File: config.mk
export PLATFORM = sky130hd
export DESIGN_NAME = md4_message_digest_top
export DESIGN_NICKNAME = d
export VERILOG_FILES = /design/src/md4_pkg.sv /design/src/md4_ram.sv /design/src/md4_dp.sv /design/src/md4_ctrl.sv /design/src/md4_message_digest_top.sv
export SDC_FILE = /design/constraint.sdc
export NUM_CORES = 2
export LEC_CHECK = 0
export BUFFER_PORTS_ARGS = -buffer_cell sky130_fd_sc_hd__buf_4
export CORE_UTILIZATION = 40
export CTS_BUF_LIST = sky130_fd_sc_hd__clkbuf_8
export CTS_CLUSTER_SIZE = 25
export DETAILED_ROUTE_END_ITERATION = 10
export GPL_ROUTABILITY_DRIVEN = 0
export PLACE_DENSITY = 0.52
export SLEW_MARGIN = 30
export SYNTH_ARGS = -nofsm -noshare
export SYNTH_HDL_FRONTEND = slang
export SYNTH_SLANG_ARGS = --single-unit
File: constraint.sdc
create_clock -name clk -period 7 [get_ports clk]
set_input_delay 1.4 -clock clk [delete_from_list [all_inputs] [get_ports clk]]
set_output_delay 1.4 -clock clk [all_outputs]
set_load 0.005 [all_outputs]
File: src/md4_pkg.sv
// md4 package: request types, controller types, constants and round helpers
`timescale 1ns / 1ps

package md4_pkg;

	localparam logic [31:0] INIT_A = 32'h67452301;
	localparam logic [31:0] INIT_B = 32'hefcdab89;
	localparam logic [31:0] INIT_C = 32'h98badcfe;
	localparam logic [31:0] INIT_D = 32'h10325476;
	localparam logic [31:0] K_ROUND2 = 32'h5a827999;
	localparam logic [31:0] K_ROUND3 = 32'h6ed9eba1;
	localparam logic [7:0]  PAD_MARK = 8'h80;

	localparam int WORD_W     = 32;
	localparam int BLOCK_WORDS = 16;
	localparam int WADDR_W    = 4;

	localparam logic [5:0] LAST_POS  = 6'h3f;
	localparam logic [5:0] LEN_POS   = 6'd56;
	localparam logic [5:0] LAST_STEP = 6'd47;

	typedef struct packed {
		logic [7:0] data_byte;
		logic       byte_present;
		logic       end_of_message;
	} in_item_t;

	typedef struct packed {
		logic [63:0] digest_part;
		logic        final_part;
	} out_item_t;

	typedef enum logic [2:0] {
		ST_IDLE,
		ST_PAD,
		ST_LOAD,
		ST_COMP,
		ST_ADD,
		ST_OUT0,
		ST_OUT1
	} state_t;

	// commands from controller to datapath
	typedef struct packed {
		logic       byte_wr;
		logic       msg_byte;
		logic       pad_first;
		logic       len_block;
		logic       load_v;
		logic       step_en;
		logic [5:0] step;
		logic       add_chain;
		logic       out_hi;
		logic       restart;
	} dp_cmd_t;

	// status from datapath to controller
	typedef struct packed {
		logic [5:0] pos;
	} dp_status_t;

	// message word used by a given step
	function automatic logic [3:0] word_idx(input logic [5:0] step);
		logic [3:0] k;
		logic [3:0] idx;
		k = step[3:0];
		case (step[5:4])
			2'd0: idx = k;
			2'd1: idx = {k[1:0], k[3:2]};
			default: idx = {k[0], k[1], k[2], k[3]};
		endcase
		return idx;
	endfunction

	// rotate amount of a given step
	function automatic logic [4:0] shift_amt(input logic [5:0] step);
		logic [4:0] s;
		case (step[5:4])
			2'd0: begin
				case (step[1:0])
					2'd0: s = 5'd3;
					2'd1: s = 5'd7;
					2'd2: s = 5'd11;
					default: s = 5'd19;
				endcase
			end
			2'd1: begin
				case (step[1:0])
					2'd0: s = 5'd3;
					2'd1: s = 5'd5;
					2'd2: s = 5'd9;
					default: s = 5'd13;
				endcase
			end
			default: begin
				case (step[1:0])
					2'd0: s = 5'd3;
					2'd1: s = 5'd9;
					2'd2: s = 5'd11;
					default: s = 5'd15;
				endcase
			end
		endcase
		return s;
	endfunction

	// additive constant of a given step
	function automatic logic [31:0] round_const(input logic [5:0] step);
		logic [31:0] kc;
		case (step[5:4])
			2'd0: kc = 32'h0;
			2'd1: kc = K_ROUND2;
			default: kc = K_ROUND3;
		endcase
		return kc;
	endfunction

endpackage

File: src/md4_ram.sv
// generic simple dual-port ram with registered read
`timescale 1ns / 1ps

module md4_ram #(
	parameter int WIDTH = 32,
	parameter int DEPTH = 16
) (
	input  logic                     clk,
	input  logic                     wr_en,
	input  logic [$clog2(DEPTH)-1:0] wr_addr,
	input  logic [WIDTH-1:0]         wr_data,
	input  logic [$clog2(DEPTH)-1:0] rd_addr,
	output logic [WIDTH-1:0]         rd_data
);

	logic [WIDTH-1:0] mem_q [DEPTH];

	// write port
	always_ff @(posedge clk) begin
		if (wr_en) begin
			mem_q[wr_addr] <= wr_data;
		end
	end

	// registered read port
	always_ff @(posedge clk) begin
		rd_data <= mem_q[rd_addr];
	end

endmodule

File: src/md4_dp.sv
// md4 datapath: byte packing, block store, step unit, chaining values and counters
`timescale 1ns / 1ps

module md4_dp (
	input  logic               clk,
	input  logic               arst_n,
	input  md4_pkg::dp_cmd_t   cmd,
	input  md4_pkg::in_item_t  in_data,
	output md4_pkg::dp_status_t status,
	output md4_pkg::out_item_t out_data
);

	logic [5:0]  pos_q;
	logic [60:0] byte_total_q;
	logic [23:0] acc_q;
	logic [3:0][31:0] chain_q;
	logic [31:0] va_q, vb_q, vc_q, vd_q;

	logic [63:0] bit_len;
	logic [7:0]  len_byte;
	logic [7:0]  pad_byte;
	logic [7:0]  wr_byte;
	logic        ram_we;
	logic [md4_pkg::WADDR_W-1:0] ram_waddr;
	logic [md4_pkg::WORD_W-1:0]  ram_wdata;
	logic [md4_pkg::WADDR_W-1:0] ram_raddr;
	logic [md4_pkg::WORD_W-1:0]  ram_rdata;
	logic [5:0]  next_step;
	logic [31:0] f_val;
	logic [31:0] sum;
	logic [31:0] rot;
	logic [4:0]  s_amt;

	// pad byte: marker, zero fill or length byte
	assign bit_len  = {byte_total_q, 3'b000};
	assign len_byte = bit_len[{pos_q[2:0], 3'b000} +: 8];
	always_comb begin
		if (cmd.pad_first) begin
			pad_byte = md4_pkg::PAD_MARK;
		end else if (cmd.len_block && (pos_q >= md4_pkg::LEN_POS)) begin
			pad_byte = len_byte;
		end else begin
			pad_byte = 8'h00;
		end
	end

	assign wr_byte   = cmd.msg_byte ? in_data.data_byte : pad_byte;
	assign ram_we    = cmd.byte_wr && (pos_q[1:0] == 2'd3);
	assign ram_waddr = pos_q[5:2];
	assign ram_wdata = {wr_byte, acc_q};

	// read address runs one step ahead of the step unit
	assign next_step = pos_q - pos_q + cmd.step + 6'd1;
	assign ram_raddr = cmd.load_v ? md4_pkg::word_idx(6'd0) : md4_pkg::word_idx(next_step);

	md4_ram #(
		.WIDTH(md4_pkg::WORD_W),
		.DEPTH(md4_pkg::BLOCK_WORDS)
	) u_block_ram (
		.clk     (clk),
		.wr_en   (ram_we),
		.wr_addr (ram_waddr),
		.wr_data (ram_wdata),
		.rd_addr (ram_raddr),
		.rd_data (ram_rdata)
	);

	// little-endian word gathering
	always_ff @(posedge clk) begin
		if (cmd.byte_wr) begin
			acc_q <= {wr_byte, acc_q[23:8]};
		end
	end

	// block position and message byte count
	always_ff @(posedge clk or negedge arst_n) begin
		if (!arst_n) begin
			pos_q        <= '0;
			byte_total_q <= '0;
		end else if (cmd.restart) begin
			pos_q        <= '0;
			byte_total_q <= '0;
		end else if (cmd.byte_wr) begin
			pos_q <= pos_q + 6'd1;
			if (cmd.msg_byte) begin
				byte_total_q <= byte_total_q + 61'd1;
			end
		end
	end

	// round function and rotate
	always_comb begin
		case (cmd.step[5:4])
			2'd0: f_val = (vb_q & vc_q) | (~vb_q & vd_q);
			2'd1: f_val = (vb_q & vc_q) | (vb_q & vd_q) | (vc_q & vd_q);
			default: f_val = vb_q ^ vc_q ^ vd_q;
		endcase
	end
	assign s_amt = md4_pkg::shift_amt(cmd.step);
	assign sum   = va_q + f_val + ram_rdata + md4_pkg::round_const(cmd.step);
	assign rot   = (sum << s_amt) | (sum >> (6'd32 - {1'b0, s_amt}));

	// working variables, rotated one place each step
	always_ff @(posedge clk) begin
		if (cmd.load_v) begin
			va_q <= chain_q[0];
			vb_q <= chain_q[1];
			vc_q <= chain_q[2];
			vd_q <= chain_q[3];
		end else if (cmd.step_en) begin
			va_q <= vd_q;
			vb_q <= rot;
			vc_q <= vb_q;
			vd_q <= vc_q;
		end
	end

	// chaining values
	always_ff @(posedge clk or negedge arst_n) begin
		if (!arst_n) begin
			chain_q <= {md4_pkg::INIT_D, md4_pkg::INIT_C, md4_pkg::INIT_B, md4_pkg::INIT_A};
		end else if (cmd.restart) begin
			chain_q <= {md4_pkg::INIT_D, md4_pkg::INIT_C, md4_pkg::INIT_B, md4_pkg::INIT_A};
		end else if (cmd.add_chain) begin
			chain_q[0] <= chain_q[0] + va_q;
			chain_q[1] <= chain_q[1] + vb_q;
			chain_q[2] <= chain_q[2] + vc_q;
			chain_q[3] <= chain_q[3] + vd_q;
		end
	end

	assign status.pos = pos_q;

	// digest halves
	assign out_data.digest_part = cmd.out_hi ? {chain_q[3], chain_q[2]}
	                                         : {chain_q[1], chain_q[0]};
	assign out_data.final_part  = cmd.out_hi;

endmodule

File: src/md4_ctrl.sv
// md4 controller: request intake, padding sequence, compression steps, digest output
`timescale 1ns / 1ps

module md4_ctrl (
	input  logic                clk,
	input  logic                arst_n,
	input  logic                in_valid,
	input  md4_pkg::in_item_t   in_data,
	output logic                in_ready,
	output logic                out_valid,
	input  logic                out_ready,
	input  md4_pkg::dp_status_t status,
	output md4_pkg::dp_cmd_t    cmd
);

	md4_pkg::state_t state_q, state_d;
	logic [5:0] step_q;
	logic       eom_q;
	logic       pad_q;
	logic       len_block_q;
	logic       at_last;

	assign at_last = (status.pos == md4_pkg::LAST_POS);

	// next state
	always_comb begin
		state_d = state_q;
		case (state_q)
			md4_pkg::ST_IDLE: begin
				if (in_valid) begin
					if (in_data.byte_present && at_last) begin
						state_d = md4_pkg::ST_LOAD;
					end else if (in_data.end_of_message) begin
						state_d = md4_pkg::ST_PAD;
					end
				end
			end
			md4_pkg::ST_PAD: begin
				if (at_last) begin
					state_d = md4_pkg::ST_LOAD;
				end
			end
			md4_pkg::ST_LOAD: state_d = md4_pkg::ST_COMP;
			md4_pkg::ST_COMP: begin
				if (step_q == md4_pkg::LAST_STEP) begin
					state_d = md4_pkg::ST_ADD;
				end
			end
			md4_pkg::ST_ADD: begin
				if (pad_q) begin
					state_d = len_block_q ? md4_pkg::ST_OUT0 : md4_pkg::ST_PAD;
				end else if (eom_q) begin
					state_d = md4_pkg::ST_PAD;
				end else begin
					state_d = md4_pkg::ST_IDLE;
				end
			end
			md4_pkg::ST_OUT0: begin
				if (out_ready) begin
					state_d = md4_pkg::ST_OUT1;
				end
			end
			md4_pkg::ST_OUT1: begin
				if (out_ready) begin
					state_d = md4_pkg::ST_IDLE;
				end
			end
			default: state_d = md4_pkg::ST_IDLE;
		endcase
	end

	// outputs and datapath commands
	always_comb begin
		in_ready  = 1'b0;
		out_valid = 1'b0;
		cmd       = '0;
		cmd.step  = step_q;
		cmd.len_block = len_block_q;
		case (state_q)
			md4_pkg::ST_IDLE: begin
				in_ready     = 1'b1;
				cmd.byte_wr  = in_valid && in_data.byte_present;
				cmd.msg_byte = 1'b1;
			end
			md4_pkg::ST_PAD: begin
				cmd.byte_wr   = 1'b1;
				cmd.pad_first = !pad_q;
			end
			md4_pkg::ST_LOAD: cmd.load_v = 1'b1;
			md4_pkg::ST_COMP: cmd.step_en = 1'b1;
			md4_pkg::ST_ADD:  cmd.add_chain = 1'b1;
			md4_pkg::ST_OUT0: out_valid = 1'b1;
			md4_pkg::ST_OUT1: begin
				out_valid   = 1'b1;
				cmd.out_hi  = 1'b1;
				cmd.restart = out_ready;
			end
			default: ;
		endcase
	end

	// state and sequencing registers
	always_ff @(posedge clk or negedge arst_n) begin
		if (!arst_n) begin
			state_q     <= md4_pkg::ST_IDLE;
			step_q      <= '0;
			eom_q       <= 1'b0;
			pad_q       <= 1'b0;
			len_block_q <= 1'b0;
		end else begin
			state_q <= state_d;
			case (state_q)
				md4_pkg::ST_IDLE: begin
					if (in_valid) begin
						eom_q <= in_data.end_of_message;
						pad_q <= 1'b0;
					end
				end
				md4_pkg::ST_PAD: begin
					pad_q <= 1'b1;
					// the length fits in this block only if the marker lands before it
					if (!pad_q) begin
						len_block_q <= (status.pos < md4_pkg::LEN_POS);
					end
				end
				md4_pkg::ST_LOAD: step_q <= '0;
				md4_pkg::ST_COMP: step_q <= step_q + 6'd1;
				md4_pkg::ST_ADD: begin
					if (pad_q && !len_block_q) begin
						len_block_q <= 1'b1;
					end
				end
				md4_pkg::ST_OUT1: begin
					if (out_ready) begin
						eom_q <= 1'b0;
						pad_q <= 1'b0;
					end
				end
				default: ;
			endcase
		end
	end

endmodule

File: src/md4_message_digest_top.sv
// md4 message digest top level: controller and datapath
//
//   channel | dir | handshake           | payload
//   in      | in  | in_valid / in_ready  | in_data (byte, present, end)
//   out     | out | out_valid/ out_ready | out_data (64-bit half, final flag)
//
// a message byte is taken on each handshake; each full 64-byte block then
// runs a word fetch, 48 steps of the shared step unit and a chain update.
// end of message: one pad byte a cycle up to the block end, one or two
// compressions, then two output requests (bytes 0..7, then 8..15).
// reset returns the chaining values and byte count to their initial values.
// no request is taken while a block compresses or the digest waits.
`timescale 1ns / 1ps

module md4_message_digest_top (
	input  logic               clk,
	input  logic               arst_n,
	input  logic               in_valid,
	output logic               in_ready,
	input  md4_pkg::in_item_t  in_data,
	output logic               out_valid,
	input  logic               out_ready,
	output md4_pkg::out_item_t out_data
);

	md4_pkg::dp_cmd_t    cmd;
	md4_pkg::dp_status_t status;

	// sequencing
	md4_ctrl u_ctrl (
		.clk       (clk),
		.arst_n    (arst_n),
		.in_valid  (in_valid),
		.in_data   (in_data),
		.in_ready  (in_ready),
		.out_valid (out_valid),
		.out_ready (out_ready),
		.status    (status),
		.cmd       (cmd)
	);

	// storage and arithmetic
	md4_dp u_dp (
		.clk      (clk),
		.arst_n   (arst_n),
		.cmd      (cmd),
		.in_data  (in_data),
		.status   (status),
		.out_data (out_data)
	);

endmodule

# Word level (Yosys, flattened, before mapping)
# Memory sizes are Yosys's and may differ from the RTL's. A register that Yosys moved wholly into a read port is not among the register bits.
# Cells that the tools add are included.
dict set report totals {
  n_memories 1
  reg_bits 359
  mem_bits_rw 512
}
# name words width read_ports rd_ports_with_merged_regs write_ports line_no
set memory_table {}
lappend memory_table {u_dp.u_block_ram.mem_q 16 32 1 1 1 md4_ram.sv:16} ;# logic [WIDTH-1:0] mem_q [DEPTH];
dict set report op_classes {
  addsub 14
  shifts 3
  bitwise_logic 11
  n_reduce_logical 25
  magnitude_cmp 2
  muxes 57
  eq_ne 21
}
# operator count
set op_table {}
lappend op_table {{128-bit 2-to-1 mux} 2}
lappend op_table {{32-bit 2-to-1 mux} 8}
lappend op_table {{32-bit adder} 6}
lappend op_table {{61-bit 2-to-1 mux} 3}
lappend op_table {{32-bit bitwise AND} 4}
lappend op_table {{32-bit OR} 4}
lappend op_table {{64-bit 2-to-1 mux} 1}
lappend op_table {{32-bit one-hot mux with 2 select lines} 1}
lappend op_table {{64-bit by 7-bit indexed part select with 8-bit output} 1}
lappend op_table {{32-bit XOR} 2}
lappend op_table {{31-bit one-hot mux with 2 select lines} 1}
lappend op_table {{61-bit by 1-bit adder with 61-bit output (second input constant)} 1}
lappend op_table {{32-bit by 31-bit adder with 32-bit output} 1}
lappend op_table {{32-bit NOT} 1}
lappend op_table {{32-bit by 5-bit << shifter with 32-bit output} 1}
lappend op_table {{32-bit by 6-bit >> shifter with 32-bit output} 1}
lappend op_table {{3-bit 2-to-1 mux} 9}
lappend op_table {{8-bit 2-to-1 mux} 3}
lappend op_table {{4-bit one-hot mux with 3 select lines} 2}
lappend op_table {{3-bit one-hot mux with 7 select lines} 1}
lappend op_table {{6-bit by 1-bit adder with 6-bit output (second input constant)} 3}
lappend op_table {{5-bit one-hot mux with 3 select lines} 1}
lappend op_table {{1-bit 2-to-1 mux} 14}
lappend op_table {{2-bit nonzero test} 7}
lappend op_table {{31 further kinds} 55}

# Depth between registers and ports, before layout
dict set report logic_depth {
  word_depth 11
  ltp_mapped 22
}

# Cells and area by module
# Synthesis repeated with hierarchy kept, for this count alone.
dict set report hier_totals {
  hier_cells 4133
  area_unflattened_um2 49244.7
}
# mod n_inst cells_per_inst area_each_um2 seq_area_each_um2
set modules_own_cells {}
lappend modules_own_cells {md4_dp 1 3204 28594.9 9524.1}
lappend modules_own_cells {md4_ram 1 838 19835.3 16015.4}
lappend modules_own_cells {md4_ctrl 1 91 814.5 300.3}

# Worst setup path after synthesis
# Ideal clock, no wire load.
dict set report synth_path {
  path_kind {input-to-reg}
  start {input in_valid}
  end {memory u_dp.u_block_ram.mem_q[3][0], enable pin}
  path_buffers 0
  path_slack_ns 0.137
  stages 4
  t_required_ns 6.539
  arrival_ns 6.402
  setup_time_ns 0.461
  cell_sequence {a21oi_1 -> nor3_1 -> nand4_1 -> nor3_1}
}
# item line_no
set synth_lines {}
lappend synth_lines {{start: declaration} md4_message_digest_top.sv:18} ;# input logic in_valid,
lappend synth_lines {{end: declaration} md4_ram.sv:16}

# Worst setup path in the final report
dict set report layout_path {
  start {register u_ctrl.step_q[4]}
  end {register u_dp.vb_q[3] (data pin)}
}
dict set report layout_between {
  elab_chain_cells 9
}
# item line_no
set layout_lines {}
lappend layout_lines {{start: declaration} md4_ctrl.sv:17} ;# logic [5:0] step_q;
lappend layout_lines {{start signal: assignment} md4_ctrl.sv:127} ;# md4_pkg::ST_COMP: step_q <= step_q + 6'd1;
lappend layout_lines {{2-bit by 1-bit equality test with 1-bit output / 2-bit logical NOT (equally long branches)} {md4_pkg.sv:78, md4_pkg.sv:110, md4_dp.sv:93}}
lappend layout_lines {{32-bit one-hot mux with 2 select lines} md4_dp.sv:93} ;# case (cmd.step[5:4])
lappend layout_lines {{32-bit adder (2 in series)} md4_dp.sv:100} ;# assign sum = va_q + f_val + ram_rdata + md4_pkg::round_const(cmd.step);
lappend layout_lines {{32-bit by 31-bit adder with 32-bit output} md4_dp.sv:100}
lappend layout_lines {{32-bit by 6-bit >> shifter with 32-bit output / 32-bit by 5-bit << shifter with 32-bit output (equally long branches)} md4_dp.sv:101} ;# assign rot = (sum << s_amt) | (sum >> (6'd32 - {1'b0, s_amt}));
lappend layout_lines {{32-bit OR *} md4_dp.sv:101}
lappend layout_lines {{32-bit 2-to-1 mux *} md4_dp.sv:110} ;# end else if (cmd.step_en) begin
lappend layout_lines {{32-bit 2-to-1 mux *} md4_dp.sv:105} ;# if (cmd.load_v) begin
lappend layout_lines {{end signal: assignment} md4_dp.sv:107} ;# vb_q <= chain_q[1];
lappend layout_lines {{end signal: assignment} md4_dp.sv:112} ;# vb_q <= rot;
lappend layout_lines {{end: declaration} md4_dp.sv:17} ;# logic [31:0] va_q, vb_q, vc_q, vd_q;
# Mark *: on every way between the ends. The rest lies on a longest branch, timed or not. The select of a mux whose other input is x is not followed.
# A chain may end at the register's enable or synchronous reset.

==> results.json <==
{
  "status": "complete, no violations",
  "seq_area_frac_synth": 0.520,
  "max_freq_ghz": 0.164,
  "grt_antenna_before_repair": 5,
  "drtIter0Drc": 3312,
  "clock_latency_ns": 0.92,
  "cts_tree": "yes",
  "cp.required_ns": 7.58,
  "r2r_cells": 19,
  "numCtsBuffers": 160,
  "syn_inst": 4401,
  "slowest_delay_ns": 0.89,
  "synthesis.area_um2": 49700,
  "die_area_um2": 126000,
  "core_area_um2": 123000,
  "crit_path_top_delay_cell": "dfrtp_2",
  "tns_ns": 0,
  "numPortBuffers": 80,
  "cts_buffer_depth": 3,
  "post_cts_buffers": 0,
  "cts_root_buf": "clkbuf_8",
  "rows": 128,
  "rsz0062_at_grt": "false",
  "whs_endpoint": "u_dp.chain_q[0]",
  "drtPass1Iterations": 6,
  "path_max_fanout": 34,
  "die_h_um": 354,
  "post_drt_wl_per_cell_um": 25.4,
  "io_pins": 81,
  "grt_max_degree": 170,
  "fin_skew_ns": 0.0724,
  "fin_crit_sh": 0.872,
  "htree_levels": 4,
  "path_cells": "buf_4, nand2_1, o211ai_1, o21ai_0, fa_1, inv_1, fa_1, inv_1, ha_1, a21oi_1, o21ai_0, a211oi_1, nand2_1, a31oi_1, xor2_1, mux2_2, a21oi_1, a21oi_1, a21oi_1",
  "drc": 0,
  "worstHoldPathType": "flop to flop",
  "synth_top_cell_by_area": "edfxtp_1",
  "relSlewSlack": 0.314,
  "grt_pass1_wl_um": 233000,
  "critPathKind": "flop to flop",
  "cp-end-kind": "flop",
  "cp-startpoint": "u_ctrl.step_q[4]",
  "min_from": "u_dp.chain_q[0]",
  "r2r_start": "u_ctrl.step_q[4]",
  "nets": 4787,
  "critPathLaunchType": "flop",
  "vias": 35900,
  "yosysWarnings": 0,
  "synth_flop_cell": "edfxtp_1",
  "drive_gt1_frac": 0.128,
  "drv_slew": 0,
  "synth_edf_count": 664,
  "syn_nets": 4689,
  "initial_utilization": 0.405,
  "clkTransAtPathRegs_ns": 0.06,
  "clock_sinks": 903,
  "synth.distinct_cells": 93,
  "synth_seq_cells": 903,
  "yosysTopAreaCellShare": 0.401,
  "r2r_end": "u_dp.vb_q[3]",
  "tightestPinTransition_ns": 1.02,
  "area_growth_pct": 11.4,
  "post-dp-hpwl_um": 110000,
  "worst-r2r-setup-slack_ns": 0.90,
  "wl_um": 159000,
  "cp_common_cell": "a21oi_1",
  "overflow": 0,
  "arrival_ns": 6.68,
  "fin_crit_ns": 6.10,
  "ant_nets": 0,
  "setup_violations": 0,
  "async_flop_share": 0.229,
  "die_w_um": 354,
  "grtUsageTotal": 0.252,
  "cts_resized": 0,
  "syn_avg_cell_area_um2": 11.3,
  "max-cap-violations": 0,
  "synth_area_leaders": "edfxtp_1 (40%), dfrtp_1 (7.2%), mux2i_1 (5.9%), ha_1 (4.6%), fa_1 (3.7%)",
  "min_delay_path_depth": 2,
  "routed_via_density": 5.73,
  "hold_buffers": 0,
  "grt_pass1_vias": 34400,
  "hold_viol_final": 0
}
## sequential cells by signal, indices dropped and copies added, names as in the netlist, 3 cells and up
| name | flops |
|---|---|
| u_dp.u_block_ram.mem_q | 512 |
| u_dp.chain_q | 128 |
| u_dp.byte_total_q | 61 |
| u_dp.u_block_ram.rd_data | 32 |
| u_dp.va_q | 32 |
| u_dp.vb_q | 32 |
| u_dp.vc_q | 32 |
| u_dp.vd_q | 32 |
| u_dp.acc_q | 24 |
| u_ctrl.step_q | 6 |
| u_dp.status | 6 |
| u_ctrl.state_q | 3 |
## worst max-delay path: cells and delay by family, from the launching register on
family                     cells  cell delay [ns]
AOI/OAI and AO/OA              9             2.08
xor gates and xnor gates       1             0.41
adders and majority gates      3             1.47
buffers and inverters          3             0.46
DFF                            1             0.89
muxes                          1             0.26
and+or+nand+nor                2             0.19
## layout by cell type, fill, tap and decap left out, types with 25 or more instances in the layout
cell type / synthesis / routed
o211ai_1: 84 / 84
a31oi_1: 25 / 25
o21a_1: 46 / 46
or4_1: 35 / 35
nand3_1: 95 / 95
or3_1: 25 / 25
nor3_1: 53 / 48
nand2_1: 474 / 467
inv_1: 215 / 295
a211oi_1: 27 / 27
xnor2_1: 86 / 86
buf_4: 14 / 141
fa_1: 91 / 91
nand4_1: 25 / 25
xor2_1: 97 / 97
o22ai_1: 140 / 140
clkbuf_8: 0 / 176
dfstp_2: 64 / 64
nand2b_1: 30 / 30
mux2_2: 74 / 74
mux2i_1: 294 / 294
a21o_1: 76 / 76
dfxtp_1: 32 / 32
dfrtp_1: 143 / 142
a21oi_1: 217 / 215
and3_1: 35 / 34
ha_1: 183 / 183
edfxtp_1: 664 / 664
o21ai_0: 304 / 299
nor2_1: 226 / 211
## area by class of cell
cell class | count | area (µm²)
sequential | 903 | 25800
clock inverter | 119 | 587
clock buffer | 176 | 2420
multi-input combinational | 3066 | 22400
antenna | 5 | 12.5
tap | 1625 | 2030
inverter | 216 | 816
timing repair buffer | 152 | 1260
fill | 11500 | 67200
## synth_stat cells, types with 8 or more instances
library cell	instances
ha_1	183
and2_1	15
o31ai_1	22
and3_1	35
o211ai_1	84
a31oi_1	25
a22o_1	8
a21boi_0	8
buf_1	21
dfrtp_1	143
buf_4	14
dfxtp_1	32
clkbuf_1	142
nand2b_1	30
or2_2	11
nor3_1	53
a211oi_1	27
a21o_1	76
or4_1	35
mux4_2	15
nor4_1	12
o21ai_0	304
o2111ai_1	8
or3_1	25
xor2_1	97
xnor2_1	86
a211o_1	11
o22ai_1	140
a221oi_1	14
o21bai_1	20
nand4_1	25
nand2_1	474
edfxtp_1	664
mux2i_1	294
nand3_1	95
a21oi_1	217
mux2_2	74
nor2b_1	24
fa_1	91
inv_1	215
nor2_1	226
dfstp_2	64
buf_2	38
o21a_1	46
nor3b_1	14
## worst max-delay path by stage
stage	slack, ns	endpoint
2_1_floorplan	0.14	u_dp.u_block_ram.mem_q[3][0]
3_3_place_gp	1.08	u_dp.vb_q[3]
3_5_place_dp	1.05	u_dp.vb_q[3]
4_1_cts	1.03	u_dp.vb_q[3]
5_1_grt	0.55	u_dp.vb_q[1]
6_report	0.90	u_dp.vb_q[3]
## metrics by stage
step            util  cells  setup slack (ns)  hold WS [ns]  area, µm²
3_5_place_dp   0.427   5960              1.05         0.502      52300
4_1_cts        0.451   6255              1.03         0.511      55300
5_1_grt        0.452   6260             0.547         0.522      55400
2_1_floorplan      -   4401             0.137         0.467      49700
3_3_place_gp   0.426   5959              1.08         0.491      52200
6_report       0.452   6262             0.896         0.506      55400
## metal layers
layer / wire length, µm / track usage
met4: 5290 / 0.0922
met3: 9140 / 0.0401
met5: 0 / 0
met2: 74500 / 0.403
met1: 70100 / 0.344
## kinds of logic after synthesis
family / synth area share
XOR/XNOR: 0.0329
multiplexers: 0.0834
AND/OR/NAND/NOR: 0.102
adder cells (fa/ha/maj): 0.0828
buffers and inverters: 0.0348
flip-flops: 0.520
AO/OA/AOI/OAI: 0.144
Power is left out: the tool's default activity adds up to more than one toggle a clock period on the data nets, which glitch-free logic cannot reach.
